--- src/rrip_pkg.sv ---
// ----------------------------------------------------------------------------
// rrip_pkg
// shared types and constants for the rrip replacement-state block
// ----------------------------------------------------------------------------
package rrip_pkg;

   localparam int DEF_NUM_SETS = 64;
   localparam int DEF_NUM_WAYS = 16;

   localparam int SET_FIELD_W    = 6;
   localparam int WAY_FIELD_W    = 4;
   localparam int CHANCE_W       = 7;
   localparam int RRPV_W         = 2;

   localparam logic [RRPV_W-1:0]   RRPV_MAX      = 2'd3;
   localparam logic [RRPV_W-1:0]   RRPV_NEAR     = 2'd1;
   localparam logic [RRPV_W-1:0]   RRPV_ZERO     = 2'd0;
   localparam logic [CHANCE_W-1:0] BIMODAL_LIMIT = 7'd5;

   localparam logic MODE_STATIC  = 1'b0;
   localparam logic MODE_BIMODAL = 1'b1;

   typedef enum logic [1:0] {
      REQ_INVALIDATE = 2'd0,
      REQ_HIT        = 2'd1,
      REQ_FILL       = 2'd2,
      REQ_VICTIM     = 2'd3
   } req_kind_type;

   // request as it travels from the accept stage to the update stage
   typedef struct packed {
      req_kind_type            kind;
      logic [WAY_FIELD_W-1:0]  way;
      logic [CHANCE_W-1:0]     chance;
      logic                    set_ok;
      logic                    mode;
   } rrip_op_type;

endpackage

--- src/rrip_row_ram.sv ---
// ----------------------------------------------------------------------------
// rrip_row_ram
// one-row-per-set storage, one write port and one registered read port
// ----------------------------------------------------------------------------
module rrip_row_ram import rrip_pkg::*; #(
   parameter int NUM_SETS = DEF_NUM_SETS,
   parameter int ROW_W    = DEF_NUM_WAYS * RRPV_W,
   parameter int SET_W    = (NUM_SETS > 1) ? $clog2(NUM_SETS) : 1
) (
   input  logic             clock,
   input  logic [SET_W-1:0] rd_addr,
   output logic [ROW_W-1:0] rd_data,
   input  logic             wr_en,
   input  logic [SET_W-1:0] wr_addr,
   input  logic [ROW_W-1:0] wr_data
);

   logic [ROW_W-1:0] mem [NUM_SETS];
   logic [ROW_W-1:0] rd_data_ff;

   always_ff @(posedge clock) begin
      if (wr_en) begin
         mem[wr_addr] <= wr_data;
      end
   end

   // read returns the old row on a same-cycle write
   always_ff @(posedge clock) begin
      rd_data_ff <= mem[rd_addr];
   end

   assign rd_data = rd_data_ff;

endmodule

--- src/rrip_row_update.sv ---
// ----------------------------------------------------------------------------
// rrip_row_update
// modifies one set row for a request and finds the victim way of the row
// ----------------------------------------------------------------------------
module rrip_row_update import rrip_pkg::*; #(
   parameter int NUM_WAYS = DEF_NUM_WAYS,
   parameter int ROW_W    = NUM_WAYS * RRPV_W
) (
   input  rrip_op_type            op,
   input  logic [ROW_W-1:0]       row_in,
   output logic [ROW_W-1:0]       row_out,
   output logic                   wr_needed,
   output logic [WAY_FIELD_W-1:0] victim_way
);

   localparam int WAY_W = (NUM_WAYS > 1) ? $clog2(NUM_WAYS) : 1;

   logic [RRPV_W-1:0]   ins_val;
   logic [RRPV_W-1:0]   cur_val;
   logic [RRPV_W-1:0]   nxt_val;
   logic                way_ok;
   logic [NUM_WAYS-1:0] at3;
   logic [NUM_WAYS-1:0] at2;
   logic [NUM_WAYS-1:0] at1;
   logic [NUM_WAYS-1:0] pick;
   logic [NUM_WAYS-1:0] lowest;
   logic [WAY_W-1:0]    enc;

   always_comb begin
      if (op.mode == MODE_BIMODAL && op.chance >= BIMODAL_LIMIT) begin
         ins_val = RRPV_MAX;
      end else begin
         ins_val = RRPV_NEAR;
      end
   end

   assign way_ok    = int'(op.way) < NUM_WAYS;
   assign wr_needed = op.set_ok && way_ok && (op.kind != REQ_VICTIM);

   always_comb begin
      row_out = row_in;
      at3     = '0;
      at2     = '0;
      at1     = '0;
      cur_val = RRPV_ZERO;
      nxt_val = RRPV_ZERO;
      for (int w = 0; w < NUM_WAYS; w++) begin
         cur_val = row_in[w*RRPV_W +: RRPV_W];
         at3[w]  = cur_val == 2'd3;
         at2[w]  = cur_val == 2'd2;
         at1[w]  = cur_val == 2'd1;
         nxt_val = cur_val;
         if (int'(op.way) == w) begin
            unique case (op.kind)
               REQ_INVALIDATE: nxt_val = RRPV_MAX;
               REQ_HIT:        nxt_val = (cur_val != RRPV_ZERO) ? cur_val - 2'd1 : cur_val;
               REQ_FILL:       nxt_val = ins_val;
               REQ_VICTIM:     nxt_val = cur_val;
               default:        nxt_val = cur_val;
            endcase
         end
         row_out[w*RRPV_W +: RRPV_W] = nxt_val;
      end
   end

   // ways at the highest present level, then the lowest of them
   always_comb begin
      priority if (|at3) begin
         pick = at3;
      end else if (|at2) begin
         pick = at2;
      end else if (|at1) begin
         pick = at1;
      end else begin
         pick = '1;
      end
   end

   assign lowest = pick & ((~pick) + NUM_WAYS'(1));

   always_comb begin
      enc = '0;
      for (int w = 0; w < NUM_WAYS; w++) begin
         if (lowest[w]) begin
            enc = enc | WAY_W'(w);
         end
      end
   end

   assign victim_way = op.set_ok ? WAY_FIELD_W'(enc) : '0;

endmodule

--- src/rrip_replacement_policy_top.sv ---
// ----------------------------------------------------------------------------
// rrip_replacement_policy_top
// 2-bit re-reference value tracking per way with victim selection
// ----------------------------------------------------------------------------
// usage
//   request channel: a word on req_type, req_set_index, req_way_index and
//   req_chance is taken at a rising edge where start is high and busy is low.
//   invalidate, hit and fill update the addressed way and give no response.
//   a victim request gives one response word on rsp_victim_way, marked by
//   rsp_valid for exactly one cycle.
//   config channel: csr_insertion_mode is written when csr_valid and
//   csr_ready are high (csr_ready is always high); 0 static insertion at 1,
//   1 bimodal insertion; write only while no request is in flight.
//   pipeline: a taken request reads its set row at the accepting edge into
//   the update stage, which applies it and writes the row back; a victim
//   response then passes the response register to the rsp ports.
//   throughput: one request per cycle while busy is low; a request on the set
//   that is being written back as it is taken gets the written row from a
//   forwarding register, so there is no interlock.
//   reset: synchronous; afterwards a clearing pass writes every set row to
//   all-3 at one row per cycle, and busy stays high until the last is written.
//   the receiver cannot stall: responses are strobes and are never held.
// ----------------------------------------------------------------------------
module rrip_replacement_policy_top import rrip_pkg::*; #(
   parameter int NUM_SETS = DEF_NUM_SETS,
   parameter int NUM_WAYS = DEF_NUM_WAYS
) (
   input  logic                   clock,
   input  logic                   reset,
   // request channel
   input  logic                   start,
   output logic                   busy,
   input  logic [1:0]             req_type,
   input  logic [SET_FIELD_W-1:0] req_set_index,
   input  logic [WAY_FIELD_W-1:0] req_way_index,
   input  logic [CHANCE_W-1:0]    req_chance,
   // response channel
   output logic                   rsp_valid,
   output logic [WAY_FIELD_W-1:0] rsp_victim_way,
   // config channel
   input  logic                   csr_valid,
   output logic                   csr_ready,
   input  logic                   csr_insertion_mode
);

   localparam int SET_W = (NUM_SETS > 1) ? $clog2(NUM_SETS) : 1;
   localparam int ROW_W = NUM_WAYS * RRPV_W;

   // all ways at the insertion-distant value
   localparam logic [ROW_W-1:0] ROW_RESET = {NUM_WAYS{RRPV_MAX}};

   logic                   accept;
   logic                   csr_write;
   logic [SET_W-1:0]       rd_addr;
   logic [ROW_W-1:0]       rd_row;
   logic [ROW_W-1:0]       cur_row;
   logic [ROW_W-1:0]       upd_row;
   logic                   upd_wr;
   logic [WAY_FIELD_W-1:0] upd_victim;
   rrip_op_type            acc_op;

   logic                   wr_en;
   logic [SET_W-1:0]       wr_addr;
   logic [ROW_W-1:0]       wr_data;

   // config register
   logic                   mode_ff;
   logic                   mode_in;

   // clearing pass after reset
   logic                   clear_ff;
   logic                   clear_in;
   logic [SET_W-1:0]       clear_cnt_ff;
   logic [SET_W-1:0]       clear_cnt_in;

   // update stage
   logic                   s1_valid_ff;
   logic                   s1_valid_in;
   rrip_op_type            s1_op_ff;
   rrip_op_type            s1_op_in;
   logic [SET_W-1:0]       s1_addr_ff;
   logic [SET_W-1:0]       s1_addr_in;

   // last write, for a read that raced with it
   logic                   fwd_valid_ff;
   logic                   fwd_valid_in;
   logic [SET_W-1:0]       fwd_addr_ff;
   logic [SET_W-1:0]       fwd_addr_in;
   logic [ROW_W-1:0]       fwd_row_ff;
   logic [ROW_W-1:0]       fwd_row_in;

   // response register
   logic                   rsp_valid_ff;
   logic                   rsp_valid_in;
   logic [WAY_FIELD_W-1:0] rsp_way_ff;
   logic [WAY_FIELD_W-1:0] rsp_way_in;

   assign busy      = clear_ff;
   assign accept    = start && !clear_ff;
   assign csr_ready = 1'b1;
   assign csr_write = csr_valid && csr_ready;

   // the row is read straight from the request word at the accepting edge
   assign rd_addr = SET_W'(req_set_index);

   always_comb begin
      acc_op.kind   = req_kind_type'(req_type);
      acc_op.way    = req_way_index;
      acc_op.chance = req_chance;
      acc_op.set_ok = int'(req_set_index) < NUM_SETS;
      acc_op.mode   = mode_ff;
   end

   rrip_row_ram #(
      .NUM_SETS (NUM_SETS),
      .ROW_W    (ROW_W),
      .SET_W    (SET_W)
   ) u_ram (
      .clock   (clock),
      .rd_addr (rd_addr),
      .rd_data (rd_row),
      .wr_en   (wr_en),
      .wr_addr (wr_addr),
      .wr_data (wr_data)
   );

   // the ram returned the old row if the same set was written at the read edge
   assign cur_row = (fwd_valid_ff && fwd_addr_ff == s1_addr_ff) ? fwd_row_ff : rd_row;

   rrip_row_update #(
      .NUM_WAYS (NUM_WAYS),
      .ROW_W    (ROW_W)
   ) u_update (
      .op         (s1_op_ff),
      .row_in     (cur_row),
      .row_out    (upd_row),
      .wr_needed  (upd_wr),
      .victim_way (upd_victim)
   );

   // write port: clearing pass or write-back of the update stage
   always_comb begin
      if (clear_ff) begin
         wr_en   = 1'b1;
         wr_addr = clear_cnt_ff;
         wr_data = ROW_RESET;
      end else begin
         wr_en   = s1_valid_ff && upd_wr;
         wr_addr = s1_addr_ff;
         wr_data = upd_row;
      end
   end

   always_comb begin
      mode_in      = csr_write ? csr_insertion_mode : mode_ff;

      clear_in     = clear_ff;
      clear_cnt_in = clear_cnt_ff;
      if (clear_ff) begin
         clear_cnt_in = clear_cnt_ff + SET_W'(1);
         if (clear_cnt_ff == SET_W'(NUM_SETS - 1)) begin
            clear_in = 1'b0;
         end
      end

      s1_valid_in  = accept;
      s1_op_in     = acc_op;
      s1_addr_in   = rd_addr;

      fwd_valid_in = wr_en;
      fwd_addr_in  = wr_addr;
      fwd_row_in   = wr_data;

      rsp_valid_in = s1_valid_ff && (s1_op_ff.kind == REQ_VICTIM);
      rsp_way_in   = upd_victim;
   end

   // control state
   always_ff @(posedge clock) begin
      if (reset) begin
         mode_ff      <= MODE_STATIC;
         clear_ff     <= 1'b1;
         clear_cnt_ff <= '0;
         s1_valid_ff  <= 1'b0;
         fwd_valid_ff <= 1'b0;
         rsp_valid_ff <= 1'b0;
      end else begin
         mode_ff      <= mode_in;
         clear_ff     <= clear_in;
         clear_cnt_ff <= clear_cnt_in;
         s1_valid_ff  <= s1_valid_in;
         fwd_valid_ff <= fwd_valid_in;
         rsp_valid_ff <= rsp_valid_in;
      end
   end

   // payload
   always_ff @(posedge clock) begin
      s1_op_ff    <= s1_op_in;
      s1_addr_ff  <= s1_addr_in;
      fwd_addr_ff <= fwd_addr_in;
      fwd_row_ff  <= fwd_row_in;
      rsp_way_ff  <= rsp_way_in;
   end

   assign rsp_valid      = rsp_valid_ff;
   assign rsp_victim_way = rsp_way_ff;

endmodule

--- config.mk ---
export PLATFORM = sky130hd
export DESIGN_NAME = rrip_replacement_policy_top
export DESIGN_NICKNAME = d
export VERILOG_FILES = /design/src/rrip_pkg.sv /design/src/rrip_row_ram.sv /design/src/rrip_row_update.sv /design/src/rrip_replacement_policy_top.sv
export SDC_FILE = /design/constraint.sdc
export NUM_CORES = 2
export LEC_CHECK = 0
export BUFFER_PORTS_ARGS = -buffer_cell sky130_fd_sc_hd__buf_2
export CAP_MARGIN = 20
export CORE_ASPECT_RATIO = 1.25
export CORE_UTILIZATION = 55
export CTS_CLUSTER_DIAMETER = 200
export DETAILED_ROUTE_END_ITERATION = 10
export GPL_TIMING_DRIVEN = 0
export PLACE_DENSITY = 0.76
export SYNTH_ARGS = -nofsm -noshare
export SYNTH_HDL_FRONTEND = slang
export SYNTH_HIERARCHICAL = 1
export SYNTH_SLANG_ARGS = --single-unit
--- constraint.sdc ---
create_clock -name clock -period 11.8 [get_ports clock]
set_input_delay 2.36 -clock clock [delete_from_list [all_inputs] [get_ports clock]]
set_output_delay 2.36 -clock clock [all_outputs]
set_load 0.03 [all_outputs]
# ---- Yosys cells after proc, flatten, opt, wreduce, memory -nomap -nowiden
# Memory sizes are Yosys's and may differ from the RTL's. A register that Yosys moved wholly into a read port is not among the register bits.
# Index checks and enable logic that the tools add are counted.
dict set report word_totals {
  register_bits 73
  ram_bits 2048
  input_bits 24
  output_inout_bits 7
  word_cells 211
  n_memories 1
}
dict set report classes {
  add_sub_neg 18
  n_lt_le_gt_ge 1
  eq_ne 69
  muxes 73
  bitwise_logic 2
  n_reduce_logical 30
}
# name depth width read_ports rd_clocked_by_memory_dff wr line_no
set memory_table {}
lappend memory_table {u_ram.mem 64 32 1 1 1 rrip_row_ram.sv:18} ;# logic [ROW_W-1:0] mem [NUM_SETS];
# operator n
set ops {}
lappend ops {{2-bit case mux with 4 select lines} 16}
lappend ops {{2-bit two-way mux} 35}
lappend ops {{2-bit equality test, second input constant} 34}
lappend ops {{32-bit two-way mux} 2}
lappend ops {{16-bit two-way mux} 3}
lappend ops {{16-bit OR reduction} 3}
lappend ops {{2-bit by 1-bit equality test with 1-bit output, second input constant} 17}
lappend ops {{4-bit equality test, second input constant} 8}
lappend ops {{2-bit nonzero test} 16}
lappend ops {{2-bit by 1-bit subtractor with 2-bit output, second input constant} 16}
lappend ops {{4-bit two-way mux} 6}
lappend ops {{16-bit by 1-bit adder with 16-bit output, second input constant} 1}
lappend ops {{16-bit AND} 1}
lappend ops {{4-bit by 3-bit equality test with 1-bit output, second input constant} 4}
lappend ops {{16-bit inverter} 1}
lappend ops {{3-bit two-way mux} 4}
lappend ops {{4-bit by 2-bit equality test with 1-bit output, second input constant} 2}
lappend ops {{8-bit OR reduction} 1}
lappend ops {{7-bit by 3-bit >= comparator with 1-bit output, second input constant} 1}
lappend ops {{6-bit by 1-bit adder with 6-bit output, second input constant} 1}
lappend ops {{6-bit equality test} 1}
lappend ops {{6-bit equality test, second input constant} 1}
lappend ops {{1-bit two-way mux} 6}
lappend ops {{6-bit two-way mux} 1}
lappend ops {{8 further kinds} 12}

# ---- Longest topological paths before layout
dict set report depth {
  word_depth 24
  mapped_depth 17
  ltp_nobuf 13
}

# ---- By module
# The synthesis kept the hierarchy.
# mod instances cells_each area_each_um2 seq_area_each_um2
set modules_own_cells {}
lappend modules_own_cells {rrip_row_ram 1 3324 78515.3 62139.6}
lappend modules_own_cells {rrip_replacement_policy_top 1 189 2412.3 1461.4}
lappend modules_own_cells {rrip_row_update 1 276 1634.1 0.0}

# ---- Worst setup path after synthesis
# No wires, ideal clock.
dict set report synth_path {
  path_type {reg-to-reg}
  start {register clear_ff, in the netlist busy}
  end {memory u_ram/mem[48][0] in the netlist's numbering, enable pin}
  setup_ns 0.461
  arrival_ns 4.134
  required_time_ns 11.339
  slack_ns 7.205
  path_stages_with_launch 8
  cell_sequence {dfxtp_1 buf_2 buf_1 mux2_2 clkbuf_1 nor2b_1 nand4b_1 nor3_1}
}
dict set report synth_between {
  word_cells_on_any_way 4
}
# item line_no
set synth_rtl {}
lappend synth_rtl {{start, declared} rrip_replacement_policy_top.sv:71} ;# logic clear_ff;
lappend synth_rtl {{start signal, assigned} rrip_replacement_policy_top.sv:189} ;# clear_ff <= clear_in;
lappend synth_rtl {{6-bit two-way mux} rrip_replacement_policy_top.sv:143} ;# if (clear_ff) begin
lappend synth_rtl {{named net fwd_addr_in[3]} rrip_replacement_policy_top.sv:88} ;# logic [SET_W-1:0] fwd_addr_in;
lappend synth_rtl {{end, declared} rrip_row_ram.sv:18}
# The timed path passes the listed nets, and every way through them passes these cells.

==> results_dict.tcl <==
set metrics [dict create \
    final_cell_mix "2048 x edfxtp_1, 544 x mux4_2, 199 x clkbuf_16" \
    ys.flop_type "edfxtp_1" \
    grt_usage 0.342 \
    syn2layout_area_growth_pct 14.1 \
    yosys_warnings 6 \
    peakVddDrop_mv 0.129 \
    setup_slack_ns 6.15 \
    synth_xor_area_frac 0.00106 \
    io_buffer_count 29 \
    wl_per_cell_um 41.0 \
    postCtsSetupRepairBufs 0 \
    yosysTopAreaCell "edfxtp_1" \
    worstPathArrival_ns 6.37 \
    synth_top_area_share 0.745 \
    fp.coreArea_um2 149000 \
    die_y_um 435 \
    ys_seq_area_frac 0.770 \
    reg2reg_to "u_ram/mem[22][25]" \
    cts_buffers 189 \
    cts_buffer_depth 3 \
    worst_slew_pin_slew_ns 1.29 \
    drc 2 \
    hold_buffers 0 \
    r2r-start "s1_op_ff[13]" \
    cap_viol_max_count 0 \
    ys_async_sr_fraction 0 \
    clkTransAtPathRegs_ns 0.08 \
    ant_nets 0 \
    synth_area_per_cell_um2 21.8 \
    die_x_um 349 \
    cp_max_fo 10 \
    grt_pass1_vias 44075 \
    finalWirelength_um 258000 \
    rsz0062_at_grt "false" \
    drive_gt1_frac 0.282 \
    setup_viol_count_final 0 \
    critPathKind "in -> reg" \
    gp_congestion 0.975 \
    hold_path_depth 0 \
    grt_overflow 0 \
    nets 4159 \
    crit_required_ns 12.52 \
    synthSimpleGateAreaFrac 0.0239 \
    layout_commonest_cell "edfxtp_1" \
    fmax_ghz 0.177 \
    synthAdderAreaFrac 0.000152 \
    grt_pass1_wl_um 348000 \
    netlist_instances 3789 \
    min_path_type "reg -> reg" \
    antenna_found_initial 10 \
    root_buffer "clkbuf_16" \
    fin_util 0.633 \
    synth_top_family_by_area "multiplexers" \
    dp.cells 5931 \
    synthMuxAreaShare 0.165 \
    clock_skew_ns 0.0311 \
    cts-resized-gates 0 \
    final_cells 6285 \
    dp_slack_ns 5.85 \
    rows 158 \
    cts_tree "built" \
    grt_max_degree 66 \
    synth_edf_count 2048 \
    synthTopCellsByArea "edfxtp_1 74%, mux4_2 15%, dfxtp_1 2.5%, mux2i_1 1.2%, nor2_1 0.72%" \
    dp_hpwl_um 160000 \
    ys_seq_elements 2153 \
    fin_crit_sh 0.479 \
    netlist_area_um2 82600 \
    critPathLaunchType "input pin" \
    r2r_slack_ns 6.92 \
    final-max-slew-violation-count 0 \
    powerDensity_nw_per_um2 158 \
    cts.sinks 2153 \
    fin_tns_setup_ns 0 \
    dieArea_um2 152000 \
    num_vias 44915 \
    start_util 0.555 \
    drtPass1Iterations 11 \
    p_leak_nw 21.3 \
    via_per_inst 7.15 \
    yosysUniqueCellTypes 66 \
    power.total_w 0.0149 \
    worst_r2r_path_depth 10 \
    hold_path_startpoint "mode_ff" \
    h-tree-depth 4 \
    synth_compound_area_frac 0.0267 \
    violations "DRC" \
    critPathCaptureType "flop" \
    slew_headroom 0.141 \
    status "finished, violations left" \
    whs_endpoint "s1_op_ff[0]" \
    insertion_delay_ns 0.85 \
    fill_cells 9438 \
    drtIter0Drc 7696 \
    hold_viol 0 \
    pin_count 31 \
    finalCriticalPeriod_ns 5.65 \
]
## worst max path at each step
stage	start	end	slack [ns]	cells after the start
after floorplan	busy	u_ram/mem[48][0]	7.21	7
after global placement	s1_op_ff[13]	u_ram/mem[48][12]	3.26	9
after detailed placement	req_set_index[1]	u_ram/rd_data[22]	5.85	8
after CTS	req_set_index[1]	u_ram/rd_data[16]	6.67	8
after global routing	req_set_index[2]	u_ram/rd_data[7]	6.39	10
final	req_set_index[2]	u_ram/rd_data[7]	6.15	10
## synth_stat cells, types with 36 or more instances
master	number
buf_2	60
a21oi_1	68
o21ai_0	54
clkbuf_1	90
o22ai_1	92
mux2i_1	95
edfxtp_1	2048
dfxtp_1	105
mux4_2	544
mux2_2	36
nand2b_1	37
nand2_1	44
nor2_1	159
## where the power goes
group	internal [W]	switching [W]	total, W
sequential	0.00825	0.00000733	0.00826
combinational	0.000154	0.000370	0.000524
clock	0.00339	0.00274	0.00613
total	0.0118	0.00312	0.0149
## metal layers
metal	global-route usage	vias to the layer above	part of all wire
met5	0	-	0.00017
met4	0.272	6	0.097
met3	0.0981	1016	0.14
met2	0.521	4327	0.46
met1	0.410	22937	0.30
li1	-	16629	-
## critical path, cell delays in order
cell,delay (ns)
buf_2,0.12
clkbuf_1,0.27
buf_2,0.38
buf_2,0.62
buf_2,0.57
buf_2,0.45
mux2i_1,0.15
a21oi_1,0.95
a21oi_1,0.12
nor2_1,0.33
## layout make-up
type                    count  area, µm²  area share
clock buffers             244       5220      0.0554
repair buffers            153       2550      0.0271
multi-input cells        1421      18400       0.195
plain buffers             209       1030      0.0109
diodes                      3       7.51   0.0000797
inverters                   7       26.3    0.000279
well taps                2000       2500      0.0266
flip-flops and latches   2153      63600       0.675
clock inverters            95        825     0.00876
## logic make-up after synthesis
kind of cell               after synthesis
DFF                                   2153
xor gates and xnor gates                10
other                                    1
buffers and inverters                  216
AOI/OAI and AO/OA                      338
adders and majority gates                1
and+or+nand+nor                        393
muxes                                  677
## state kept, by name, indices dropped and copies added, names as in the netlist
name and flops:
rsp_victim_way 4, u_ram/mem 2048, u_ram/rd_data 32, mode_ff 1
s1_op_ff 14, busy 1, s1_addr_ff 6, fwd_valid_ff 1
s1_valid_ff 1, rsp_valid 1, fwd_addr_ff 6, clear_cnt_ff 6
fwd_row_ff 32
## through the flow
stage | area [µm²] | hold WS (ns)
final | 94200 | 0.404
after detailed placement | 87900 | 0.376
after CTS | 94000 | 0.410
after global routing | 94200 | 0.411
after global placement | 85200 | 0.374
after floorplan | 82600 | 0.330
Power figures use the tool's default switching activity.
